===== config.mk =====
export PLATFORM = sky130hd
export DESIGN_NAME = id_length_frame_receiver
export DESIGN_NICKNAME = d
export VERILOG_FILES = /design/src/design/ilfr_pkg.sv /design/src/design/ilfr_front.sv /design/src/design/ilfr_queue.sv /design/src/design/ilfr_back.sv /design/src/design/id_length_frame_receiver.sv
export SDC_FILE = /design/constraint.sdc
export NUM_CORES = 1
export LEC_CHECK = 0
export BUFFER_PORTS_ARGS = -buffer_cell sky130_fd_sc_hd__clkbuf_2
export CORE_MARGIN = 2
export CORE_UTILIZATION = 43
export DETAILED_ROUTE_END_ITERATION = 8
export PLACE_DENSITY = 0.69
export SLEW_MARGIN = 20
export SYNTH_ARGS = -nofsm -noshare
export SYNTH_HDL_FRONTEND = slang
export SYNTH_SLANG_ARGS = --single-unit
export TNS_END_PERCENT = 10

===== constraint.sdc =====
create_clock -name clk -period 4.6 [get_ports clk]
set_input_delay 0 -clock clk [delete_from_list [all_inputs] [get_ports clk]]
set_output_delay 0 -clock clk [all_outputs]
set_load 0.01 [all_outputs]

===== src/design/ilfr_pkg.sv =====
// Shared types and constants for the ID/length frame receiver.
`default_nettype none

package ilfr_pkg;

    localparam int BUFFER_DEPTH_DEF = 64;
    localparam int QDEPTH           = 2;
    localparam int CNT_W            = 8;

    localparam logic [1:0] EV_CMD   = 2'd0;
    localparam logic [1:0] EV_BYTE  = 2'd1;
    localparam logic [1:0] EV_EMPTY = 2'd2;

    localparam logic [2:0] CFG_FIRST_ID      = 3'd0;
    localparam logic [2:0] CFG_FIRST_LENGTH  = 3'd1;
    localparam logic [2:0] CFG_SECOND_ID     = 3'd2;
    localparam logic [2:0] CFG_SECOND_LENGTH = 3'd3;
    localparam logic [2:0] CFG_END_BYTE      = 3'd4;

    typedef enum logic [1:0] {
        OP_CMD,
        OP_STORE,
        OP_DRAIN,
        OP_EMPTY
    } op_t;

    // cnt: store address for OP_STORE, payload byte count for OP_DRAIN
    typedef struct packed {
        op_t              op;
        logic [7:0]       data;
        logic [CNT_W-1:0] cnt;
    } q_entry_t;

    typedef struct packed {
        logic [7:0] first_id;
        logic [6:0] first_length;
        logic [7:0] second_id;
        logic [6:0] second_length;
        logic [7:0] end_byte;
    } cfg_t;

endpackage

`default_nettype wire


===== src/design/ilfr_front.sv =====
// Front end: frame tracking and byte classification into queue requests.
`default_nettype none

module ilfr_front
    import ilfr_pkg::*;
#(
    parameter int BUFFER_DEPTH = BUFFER_DEPTH_DEF
) (
    input  wire logic     clk,
    input  wire logic     rst_n,
    input  wire cfg_t     cfg,
    input  wire logic     in_valid,
    input  wire logic     q_full,
    input  wire logic [7:0] rx_byte,
    output logic          in_stall,
    output logic          q_push,
    output q_entry_t      q_entry
);

    localparam int AW  = $clog2(BUFFER_DEPTH);
    localparam int FLW = $clog2(BUFFER_DEPTH + 1);

    logic [FLW-1:0] frame_len_reg, frame_len_next;
    logic [AW-1:0]  byte_cnt_reg, byte_cnt_next;
    logic           accept;

    function automatic logic [FLW-1:0] clamp_len(input logic [6:0] len);
        logic [FLW-1:0] res;
        if (32'(len) > BUFFER_DEPTH) begin
            res = FLW'(BUFFER_DEPTH);
        end
        else begin
            res = FLW'(len);
        end
        return res;
    endfunction

    assign in_stall = q_full;
    assign accept   = in_valid && !q_full;

    always_comb
    begin
        frame_len_next = frame_len_reg;
        byte_cnt_next  = byte_cnt_reg;
        q_push         = 1'b0;
        q_entry.op     = OP_STORE;
        q_entry.data   = rx_byte;
        q_entry.cnt    = CNT_W'(byte_cnt_reg);
        if (accept) begin
            if (frame_len_reg == '0) begin
                byte_cnt_next = '0;
                if (rx_byte == cfg.first_id) begin
                    frame_len_next = clamp_len(cfg.first_length);
                    q_push         = 1'b1;
                    q_entry.op     = OP_CMD;
                end
                else if (rx_byte == cfg.second_id) begin
                    frame_len_next = clamp_len(cfg.second_length);
                    q_push         = 1'b1;
                    q_entry.op     = OP_CMD;
                end
            end
            else if (32'(byte_cnt_reg) + 1 >= 32'(frame_len_reg)) begin
                // terminator position
                if (rx_byte == cfg.end_byte) begin
                    q_push     = 1'b1;
                    q_entry.op = (byte_cnt_reg == '0) ? OP_EMPTY : OP_DRAIN;
                end
                frame_len_next = '0;
                byte_cnt_next  = '0;
            end
            else begin
                q_push        = 1'b1;
                q_entry.op    = OP_STORE;
                byte_cnt_next = byte_cnt_reg + AW'(1);
            end
        end
    end

    always_ff @(posedge clk or negedge rst_n)
    begin
        if (!rst_n) begin
            frame_len_reg <= '0;
            byte_cnt_reg  <= '0;
        end
        else begin
            frame_len_reg <= frame_len_next;
            byte_cnt_reg  <= byte_cnt_next;
        end
    end

endmodule

`default_nettype wire


===== src/design/ilfr_queue.sv =====
// Short request queue between front and back ends.
`default_nettype none

module ilfr_queue
    import ilfr_pkg::*;
(
    input  wire logic     clk,
    input  wire logic     rst_n,
    input  wire logic     push,
    input  wire q_entry_t push_entry,
    input  wire logic     pop,
    output logic          full,
    output logic          not_empty,
    output q_entry_t      head
);

    localparam int PW = $clog2(QDEPTH);
    localparam int CW = $clog2(QDEPTH + 1);

    q_entry_t        slots_reg [QDEPTH];
    logic [PW-1:0]   wr_ptr_reg, rd_ptr_reg;
    logic [CW-1:0]   count_reg;

    assign full      = (32'(count_reg) == QDEPTH);
    assign not_empty = (count_reg != '0);
    assign head      = slots_reg[rd_ptr_reg];

    always_ff @(posedge clk)
    begin
        if (push) begin
            slots_reg[wr_ptr_reg] <= push_entry;
        end
    end

    always_ff @(posedge clk or negedge rst_n)
    begin
        if (!rst_n) begin
            wr_ptr_reg <= '0;
            rd_ptr_reg <= '0;
            count_reg  <= '0;
        end
        else begin
            if (push) begin
                wr_ptr_reg <= (32'(wr_ptr_reg) == QDEPTH - 1) ? '0 : wr_ptr_reg + PW'(1);
            end
            if (pop) begin
                rd_ptr_reg <= (32'(rd_ptr_reg) == QDEPTH - 1) ? '0 : rd_ptr_reg + PW'(1);
            end
            if (push && !pop) begin
                count_reg <= count_reg + CW'(1);
            end
            else if (pop && !push) begin
                count_reg <= count_reg - CW'(1);
            end
        end
    end

endmodule

`default_nettype wire


===== src/design/ilfr_back.sv =====
// Back end: payload buffer, drain sequencer and output register.
`default_nettype none

module ilfr_back
    import ilfr_pkg::*;
#(
    parameter int BUFFER_DEPTH = BUFFER_DEPTH_DEF
) (
    input  wire logic     clk,
    input  wire logic     rst_n,
    input  wire logic     q_valid,
    input  wire q_entry_t q_head,
    input  wire logic     out_stall,
    output logic          q_pop,
    output logic          out_valid,
    output logic [1:0]    event_res,
    output logic [7:0]    value,
    output logic          last_of_run
);

    localparam int AW = $clog2(BUFFER_DEPTH);

    typedef enum logic [1:0] {
        S_IDLE,
        S_READ,
        S_EMIT
    } state_t;

    state_t          state_reg, state_next;
    logic [AW-1:0]   drain_idx_reg, drain_idx_next;
    logic [AW-1:0]   drain_last_reg, drain_last_next;
    logic            out_valid_reg, out_valid_next;
    logic [1:0]      ev_reg, ev_next;
    logic [7:0]      val_reg, val_next;
    logic            last_reg, last_next;

    logic [7:0]      mem [BUFFER_DEPTH];
    logic [7:0]      rd_data_reg;
    logic            mem_we;
    logic            out_free;
    logic [CNT_W-1:0] cnt_m1;

    assign out_free = !out_valid_reg || !out_stall;
    assign cnt_m1   = q_head.cnt - CNT_W'(1);

    always_comb
    begin
        state_next      = state_reg;
        drain_idx_next  = drain_idx_reg;
        drain_last_next = drain_last_reg;
        out_valid_next  = out_valid_reg && out_stall;
        ev_next         = ev_reg;
        val_next        = val_reg;
        last_next       = last_reg;
        q_pop           = 1'b0;
        mem_we          = 1'b0;
        case (state_reg)
            S_IDLE:
            begin
                if (q_valid) begin
                    case (q_head.op)
                        OP_STORE:
                        begin
                            mem_we = 1'b1;
                            q_pop  = 1'b1;
                        end
                        OP_CMD:
                        begin
                            if (out_free) begin
                                q_pop          = 1'b1;
                                out_valid_next = 1'b1;
                                ev_next        = EV_CMD;
                                val_next       = q_head.data;
                                last_next      = 1'b1;
                            end
                        end
                        OP_EMPTY:
                        begin
                            if (out_free) begin
                                q_pop          = 1'b1;
                                out_valid_next = 1'b1;
                                ev_next        = EV_EMPTY;
                                val_next       = 8'd0;
                                last_next      = 1'b1;
                            end
                        end
                        OP_DRAIN:
                        begin
                            q_pop           = 1'b1;
                            drain_idx_next  = '0;
                            drain_last_next = cnt_m1[AW-1:0];
                            state_next      = S_READ;
                        end
                        default:
                        begin
                            q_pop = 1'b1;
                        end
                    endcase
                end
            end
            S_READ:
            begin
                state_next = S_EMIT;
            end
            S_EMIT:
            begin
                if (out_free) begin
                    out_valid_next = 1'b1;
                    ev_next        = EV_BYTE;
                    val_next       = rd_data_reg;
                    last_next      = (drain_idx_reg == drain_last_reg);
                    if (drain_idx_reg == drain_last_reg) begin
                        state_next = S_IDLE;
                    end
                    else begin
                        drain_idx_next = drain_idx_reg + AW'(1);
                        state_next     = S_READ;
                    end
                end
            end
            default:
            begin
                state_next = S_IDLE;
            end
        endcase
    end

    always_ff @(posedge clk or negedge rst_n)
    begin
        if (!rst_n) begin
            state_reg      <= S_IDLE;
            drain_idx_reg  <= '0;
            drain_last_reg <= '0;
            out_valid_reg  <= 1'b0;
            ev_reg         <= EV_CMD;
            val_reg        <= 8'd0;
            last_reg       <= 1'b0;
        end
        else begin
            state_reg      <= state_next;
            drain_idx_reg  <= drain_idx_next;
            drain_last_reg <= drain_last_next;
            out_valid_reg  <= out_valid_next;
            ev_reg         <= ev_next;
            val_reg        <= val_next;
            last_reg       <= last_next;
        end
    end

    always_ff @(posedge clk)
    begin
        if (mem_we) begin
            mem[q_head.cnt[AW-1:0]] <= q_head.data;
        end
        rd_data_reg <= mem[drain_idx_reg];
    end

    assign out_valid   = out_valid_reg;
    assign event_res   = ev_reg;
    assign value       = val_reg;
    assign last_of_run = last_reg;

endmodule

`default_nettype wire


===== src/design/id_length_frame_receiver.sv =====
// Top level of the ID/length frame receiver: config registers, front, queue, back.
//
//  channel | signals                                  | direction
//  --------+------------------------------------------+----------
//  rx      | in_valid, in_stall, rx_byte              | in
//  result  | out_valid, out_stall, event_res, value,  | out
//          | last_of_run                              |
//  config  | cfg_valid, cfg_ready, cfg_index,cfg_data | in
//
// While the queue is not full, the front classifies one byte per cycle into a
// request; the queue holds two. The back end takes one request at a time; a
// drain reads each of its N payload bytes by a registered buffer read.
// in_stall rises while the request queue is full, e.g. during a drain.
// Reset clears frame tracking, queue and output valid; buffer is not cleared.
`default_nettype none

module id_length_frame_receiver
    import ilfr_pkg::*;
#(
    parameter int BUFFER_DEPTH = BUFFER_DEPTH_DEF
) (
    input  wire logic       clk,
    input  wire logic       rst_n,
    input  wire logic       in_valid,
    output logic            in_stall,
    input  wire logic [7:0] rx_byte,
    output logic            out_valid,
    input  wire logic       out_stall,
    output logic [1:0]      event_res,
    output logic [7:0]      value,
    output logic            last_of_run,
    input  wire logic       cfg_valid,
    output logic            cfg_ready,
    input  wire logic [2:0] cfg_index,
    input  wire logic [7:0] cfg_data
);

    cfg_t     cfg_reg;
    logic     q_full;
    logic     q_push;
    logic     q_pop;
    logic     q_valid;
    q_entry_t q_in;
    q_entry_t q_head;

    assign cfg_ready = 1'b1;

    always_ff @(posedge clk or negedge rst_n)
    begin
        if (!rst_n) begin
            cfg_reg.first_id      <= 8'd0;
            cfg_reg.first_length  <= 7'd1;
            cfg_reg.second_id     <= 8'd1;
            cfg_reg.second_length <= 7'd1;
            cfg_reg.end_byte      <= 8'd10;
        end
        else if (cfg_valid && cfg_ready) begin
            case (cfg_index)
                CFG_FIRST_ID:      cfg_reg.first_id      <= cfg_data;
                CFG_FIRST_LENGTH:  cfg_reg.first_length  <= cfg_data[6:0];
                CFG_SECOND_ID:     cfg_reg.second_id     <= cfg_data;
                CFG_SECOND_LENGTH: cfg_reg.second_length <= cfg_data[6:0];
                CFG_END_BYTE:      cfg_reg.end_byte      <= cfg_data;
                default:           ;
            endcase
        end
    end

    ilfr_front #(
        .BUFFER_DEPTH (BUFFER_DEPTH)
    ) u_front (
        .clk      (clk),
        .rst_n    (rst_n),
        .cfg      (cfg_reg),
        .in_valid (in_valid),
        .q_full   (q_full),
        .rx_byte  (rx_byte),
        .in_stall (in_stall),
        .q_push   (q_push),
        .q_entry  (q_in)
    );

    ilfr_queue u_queue (
        .clk        (clk),
        .rst_n      (rst_n),
        .push       (q_push),
        .push_entry (q_in),
        .pop        (q_pop),
        .full       (q_full),
        .not_empty  (q_valid),
        .head       (q_head)
    );

    ilfr_back #(
        .BUFFER_DEPTH (BUFFER_DEPTH)
    ) u_back (
        .clk         (clk),
        .rst_n       (rst_n),
        .q_valid     (q_valid),
        .q_head      (q_head),
        .out_stall   (out_stall),
        .q_pop       (q_pop),
        .out_valid   (out_valid),
        .event_res   (event_res),
        .value       (value),
        .last_of_run (last_of_run)
    );

    a_no_overflow: assert property (@(posedge clk) disable iff (!rst_n)
        q_push |-> !q_full)
        else $error("request pushed into full queue");

    a_pop_nonempty: assert property (@(posedge clk) disable iff (!rst_n)
        q_pop |-> q_valid)
        else $error("request popped from empty queue");

    a_empty_shape: assert property (@(posedge clk) disable iff (!rst_n)
        out_valid && event_res == EV_EMPTY |-> value == 8'd0 && last_of_run)
        else $error("empty-frame result malformed");

    a_cmd_last: assert property (@(posedge clk) disable iff (!rst_n)
        out_valid && event_res == EV_CMD |-> last_of_run)
        else $error("command result not marked last");

endmodule

`default_nettype wire


### Word-level counts from Yosys, hierarchy flattened

Memories as Yosys holds them, arrays and structs flattened. A register that Yosys moved wholly into a read port is not among the register bits.
Cells that the tools add are included.

* muxes and demuxes: 67
* magnitude comparators: 3
* eq/ne operators: 24
* $add $sub $neg: 8
* reductions and logical operators: 32

Operators with widths (count)
* $mux 7: 6
* $mux 6: 6
* $ge 32x7->1: 1
* $mux 8: 4
* $pmux 8 s2: 2
* $mux 1: 28
* $mux 2: 14
* $eq 8x8->1: 3
* $gt 7x7->1 const B: 2
* $add 6x1->6 const B: 2
* $pmux 6 s2: 1
* $reduce_and 2->1: 5
* $reduce_and 5->1: 2
* $reduce_and 3->1: 3
* $eq 2x2->1 const B: 4
* $ne 2x2->1 const B: 4
* $pmux 2 s2: 2
* $reduce_bool 2->1: 4
* $add 6x1->7 const B: 1
* $logic_not 7->1: 1
* $eq 3x2->1 const B: 2
* $eq 6x6->1: 1
* $logic_not 6->1: 1
* $ne 3x2->1 const B: 2
* other kinds (18): 33

* bits in writable memories: 544
* register bits after elaboration: 81
* memories kept: 2
* logic and storage cells: 153

Memory list
* u_back.mem: depth 64, width 8, rd ports 1, clocked after memory_dff 1, wr ports 1, line ilfr_back.sv:37 `logic [7:0] mem [BUFFER_DEPTH];`
* u_queue.slots_reg: depth 2, width 16, rd ports 1, clocked after memory_dff 0, wr ports 1, line ilfr_queue.sv:20 `q_entry_t slots_reg [QDEPTH];`

### Depth between registers and ports, before layout

* word-level depth: 9
* mapped depth: 13

### Cells and area by module

Synthesis repeated with hierarchy kept, for this count alone.

* cells, all modules: 1354
* area, all modules: 25789.7 µm²

By module, submodules not included
* ilfr_back: times used 1, cells each 1058, area an instance 21478.1 µm²
* ilfr_queue: times used 1, cells each 72, area an instance 1537.7 µm²
* id_length_frame_receiver: times used 1, cells each 86, area an instance 1473.9 µm²
* ilfr_front: times used 1, cells each 138, area an instance 1300.0 µm²

### Least setup slack after synthesis

Ideal clock, no wire load.

* path kind: reg-to-reg
* from: register u_front.byte_cnt_reg[0]
* to: memory u_queue.slots_reg[0][0] (netlist name), enable pin
* slack: 1.376 ns
* cell stages (with the launch flop): 10
* data arrival time: 2.834 ns
* clock period less this slack: 3.224 ns
* setup time: 0.390 ns
* cell sequence: dfrtp_1 -> inv_1 -> ha_1 -> ha_1 -> o211ai_1 -> o21ai_0 -> a41oi_1 -> nand4_1 -> o311ai_2 -> nor2b_1

* cells in the longest elaborated chain, start to end: 7

RTL lines
* from (decl): line ilfr_front.sv:24 `logic [AW-1:0] byte_cnt_reg, byte_cnt_next;`
* from (signal assigned): line ilfr_front.sv:88 `byte_cnt_reg <= byte_cnt_next;`
* $add 6x1->7: line ilfr_front.sv:63 `else if (32'(byte_cnt_reg) + 1 >= 32'(frame_len_reg)) begin`
* $ge 32x7->1: line ilfr_front.sv:63
* $mux 1: line ilfr_front.sv:63
* $mux 1: line ilfr_front.sv:50 `if (frame_len_reg == '0) begin`
* $mux 1: line ilfr_front.sv:49 `if (accept) begin`
* via q_push: line id_length_frame_receiver.sv:40 `logic q_push;`
* $mux 1: line ilfr_queue.sv:30 `if (push) begin`
* $mux 1 (implied by the code): line ilfr_queue.sv:31 `slots_reg[wr_ptr_reg] <= push_entry;`
* to (decl): line ilfr_queue.sv:20

The timed path passes the listed nets, and every way through them passes these cells.

### Worst setup path in the final report

* from: register u_queue.rd_ptr_reg
* to: memory u_back.mem[40][5], enable pin

* cells in the longest elaborated chain, start to end: 7

RTL lines
* from (decl): line ilfr_queue.sv:21 `logic [PW-1:0] wr_ptr_reg, rd_ptr_reg;`
* from (signal assigned): line ilfr_queue.sv:47 `rd_ptr_reg <= (32'(rd_ptr_reg) == QDEPTH - 1) ? '0 : rd_ptr_reg + PW'(1);`
* $mem_v2 2x16 *
* $eq 2x1->1: line ilfr_back.sv:61 `case (q_head.op)`
* $mux 1: line ilfr_back.sv:61
* $mux 1: line ilfr_back.sv:60 `if (q_valid) begin`
* $mux 1: line ilfr_back.sv:57 `case (state_reg)`
* $mux 1: line ilfr_back.sv:152 `if (mem_we) begin`
* $mux 1 (implied by the code): line ilfr_back.sv:153 `mem[q_head.cnt[AW-1:0]] <= q_head.data;`
* to (decl): line ilfr_back.sv:37

Every way passes the cells marked *; elsewhere a longest branch is shown, timed or not.

==> flow_metrics.env <==
export IMPL_n_fill_cell=4834
export IMPL_min_to="cfg_reg[37]"
export IMPL_vias=13800
export IMPL_crit_required_ns=4.87
export IMPL_final_antenna_net_count=0
export IMPL_syn_avg_cell_area_um2=17.4
export IMPL_numCtsBuffers=61
export IMPL_wl_per_cell_um=24.6
export IMPL_routed_wl_um=58400
export IMPL_critical_path_max_stage_delay_ns=0.91
export IMPL_first_pass_iters=5
export IMPL_rows=89
export IMPL_worstHoldPathCells=3
export IMPL_p_leak_nw=9.37
export IMPL_period_share_pct=78.9
export IMPL_r2r_end="u_back.mem[40][5]"
export IMPL_synth_cells=1469
export IMPL_peakVddDrop_uv=337
export IMPL_tightest_slew_ns=1.09
export IMPL_ys_flop_type="edfxtp_1"
export IMPL_synth_seq_cells=633
export IMPL_drt_iter0_markers=1581
export IMPL_crit_fanout=12
export IMPL_hold_violations=0
export IMPL_seq_area_frac_synth_pct=72.3
export IMPL_clockBufferDepth=3
export IMPL_path_clk_slew_ns=0.06
export IMPL_finalCriticalPeriod_ns=3.63
export IMPL_whs_ns=0.200
export IMPL_die_h_um=248
export IMPL_setup_viol=0
export IMPL_layout_drive_gt1_share_pct=17.7
export IMPL_htreeDepth=2
export IMPL_clock_latency_ns=0.64
export IMPL_hold_class="primary input to register"
export IMPL_cts_num_sinks=633
export IMPL_status="complete, no violations"
export IMPL_postCtsHoldBufs=30
export IMPL_cts_setup_buffers=0
export IMPL_syn2layout_area_growth_pct=12.3
export IMPL_yosys_area_share_simple_pct=4.19
export IMPL_place_congestion=0.865
export IMPL_synth_xor_area_share_pct=1.61
export IMPL_clock_skew_ns=0.0384
export IMPL_die_w_um=248
export IMPL_cp_top_family="simple AND/OR/NAND/NOR gates"
export IMPL_instances_no_fill=2376
export IMPL_critPathBufInv=0
export IMPL_grt_first_pass_wirelength_um=87300
export IMPL_cts_resized=0
export IMPL_core_um2=59000
export IMPL_dieArea_um2=61600
export IMPL_fmax_ghz=0.276
export IMPL_r2r_cells=3
export IMPL_synth_compound_area_share_pct=5.50
export IMPL_synth_top_family_by_area="multiplexers"
export IMPL_cts_root_buf="clkbuf_16"
export IMPL_dp_hpwl_um=37600
export IMPL_synthAdderAreaFrac_pct=0.781
export IMPL_multiInputGateArea_um2=6590
export IMPL_cp_end_kind="register"
export IMPL_totalNegativeSetupSlack_ns=0
export IMPL_area_sequential_um2=18500
export IMPL_syn_nets=1509
export IMPL_netlist_area_um2=25600
export IMPL_drv_slew=0
export IMPL_relSlewSlack_pct=27.0
export IMPL_p_per_area_nw_per_um2=587
export IMPL_largest_reg_flops=512
export IMPL_async_reset_ff_share_pct=12.8
export IMPL_antenna_found_initial=1
export IMPL_cts_tree="built"
export IMPL_layout_commonest_cell="edfxtp_1"
export IMPL_viasPerCell=5.79
export IMPL_start_util_pct=43.4
export IMPL_synth_edf_count=544
export IMPL_nets=1598
export IMPL_crit_path_start_kind="register"
export IMPL_yosys_warnings=0
export IMPL_cp_arrival_ns=3.90
export IMPL_reg2reg_from="u_queue.rd_ptr_reg"
export IMPL_grt_total_usage_pct=19.2
export IMPL_maxCapViolations=0
export IMPL_grt_max_degree=66
export IMPL_rsz0062_at_grt="false"
export IMPL_path_class="register to register"
export IMPL_synth_area_mux_share_pct=13.5
export IMPL_ff2ff_setup_slack_ns=0.97
export IMPL_io_buffers=36
export IMPL_crit_slowest_cell="mux2i_1"
export IMPL_ys_types=66
export IMPL_grt_pass1_vias=13600
export IMPL_worstHoldStart="cfg_data[7]"
export IMPL_crit_chain="mux2i_1 > nand4_1 > nor2_1"
export IMPL_layout_common_cells="edfxtp_1, mux2i_1, nor2_1"
export IMPL_io_pins=38
export IMPL_drc_errors=0
export IMPL_dpl_cell_count=2238
export IMPL_gr_total_overflow=0
==> layer usage <==
layer	track usage (%)	up-vias	share of wire [%]
met5	0	-	0.022
met1	27.3	7022	43
met2	29.4	621	46
li1	-	6001	-
met4	5.95	2	2.8
met3	4.66	114	8.4
==> synth_stat cells (14+ instances only) <==
cell | n | area (um^2)
nor2_1 | 91 | 342
a221oi_1 | 30 | 263
a21oi_1 | 25 | 125
mux4_2 | 67 | 1510
o21ai_0 | 44 | 220
nand2_1 | 60 | 225
dfrtp_1 | 76 | 1900
o22ai_1 | 14 | 87.6
ha_1 | 16 | 200
mux2_2 | 53 | 597
inv_1 | 20 | 75.1
xnor2_1 | 22 | 193
a211oi_1 | 14 | 105
a22oi_1 | 20 | 150
buf_2 | 21 | 105
o221ai_1 | 16 | 140
clkbuf_1 | 23 | 86.3
xor2_1 | 25 | 219
edfxtp_1 | 544 | 16300
mux2i_1 | 135 | 1350
nand3_1 | 22 | 110
==> logic make-up after synthesis <==
group	count (synthesis)
adders and majority gates	16
xor gates and xnor gates	47
AOI/OAI and AO/OA	198
muxes	256
DFF	633
buffers and inverters	90
other	1
and+or+nand+nor	228
==> how the worst max path moves through the flow <==
stage / end / slack, ns / from / cells past startpoint
detailed placement: u_back.mem[24][5] / 1.14 / u_queue.rd_ptr_reg / 3
finish: u_back.mem[40][5] / 0.97 / u_queue.rd_ptr_reg / 3
global placement: u_queue.slots_reg[1][13] / 1.25 / u_front.byte_cnt_reg[0] / 9
CTS: u_back.mem[40][4] / 1.05 / u_queue.rd_ptr_reg / 3
global route: u_back.mem[8][7] / 0.87 / u_queue.rd_ptr_reg / 3
floorplan: u_queue.slots_reg[0][0] / 1.38 / u_front.byte_cnt_reg[0] / 9
==> tightest hold or removal path: cells and delay by family <==
kind,cells,cell delay [ns]
muxes,1,0.14
buffers and inverters,2,0.65
==> power breakdown <==
group / total [W] / internal, W / switching [W]
clock: 0.00467 / 0.00259 / 0.00207
sequential: 0.00778 / 0.00736 / 0.000417
combinational: 0.00445 / 0.00155 / 0.00289
total: 0.0169 / 0.0115 / 0.00538
==> per-stage QoR <==
stage          setup slack (ns)  utilization, %  total power [W]  instance area [um^2]
3_5_place_dp               1.14            45.1           0.0123                 26600
6_report                  0.971            48.8           0.0169                 28800
3_3_place_gp               1.25            45.1           0.0122                 26600
5_1_grt                   0.874            48.8           0.0175                 28800
4_1_cts                    1.05            48.7           0.0170                 28800
2_1_floorplan              1.38               -           0.0107                 25600
==> final cells by class <==
| type | instances | area share (%) |
|---|---|---|
| Sequential cell | 633 | 64.4 |
| Clock inverter | 32 | 0.944 |
| Inverter | 20 | 0.261 |
| Multi-Input combinational cell | 746 | 22.9 |
| Tap cell | 773 | 3.36 |
| Clock buffer | 75 | 5.49 |
| Antenna cell | 1 | 0.00870 |
| Timing Repair Buffer | 96 | 2.63 |
(Power assumes the default switching activity.)
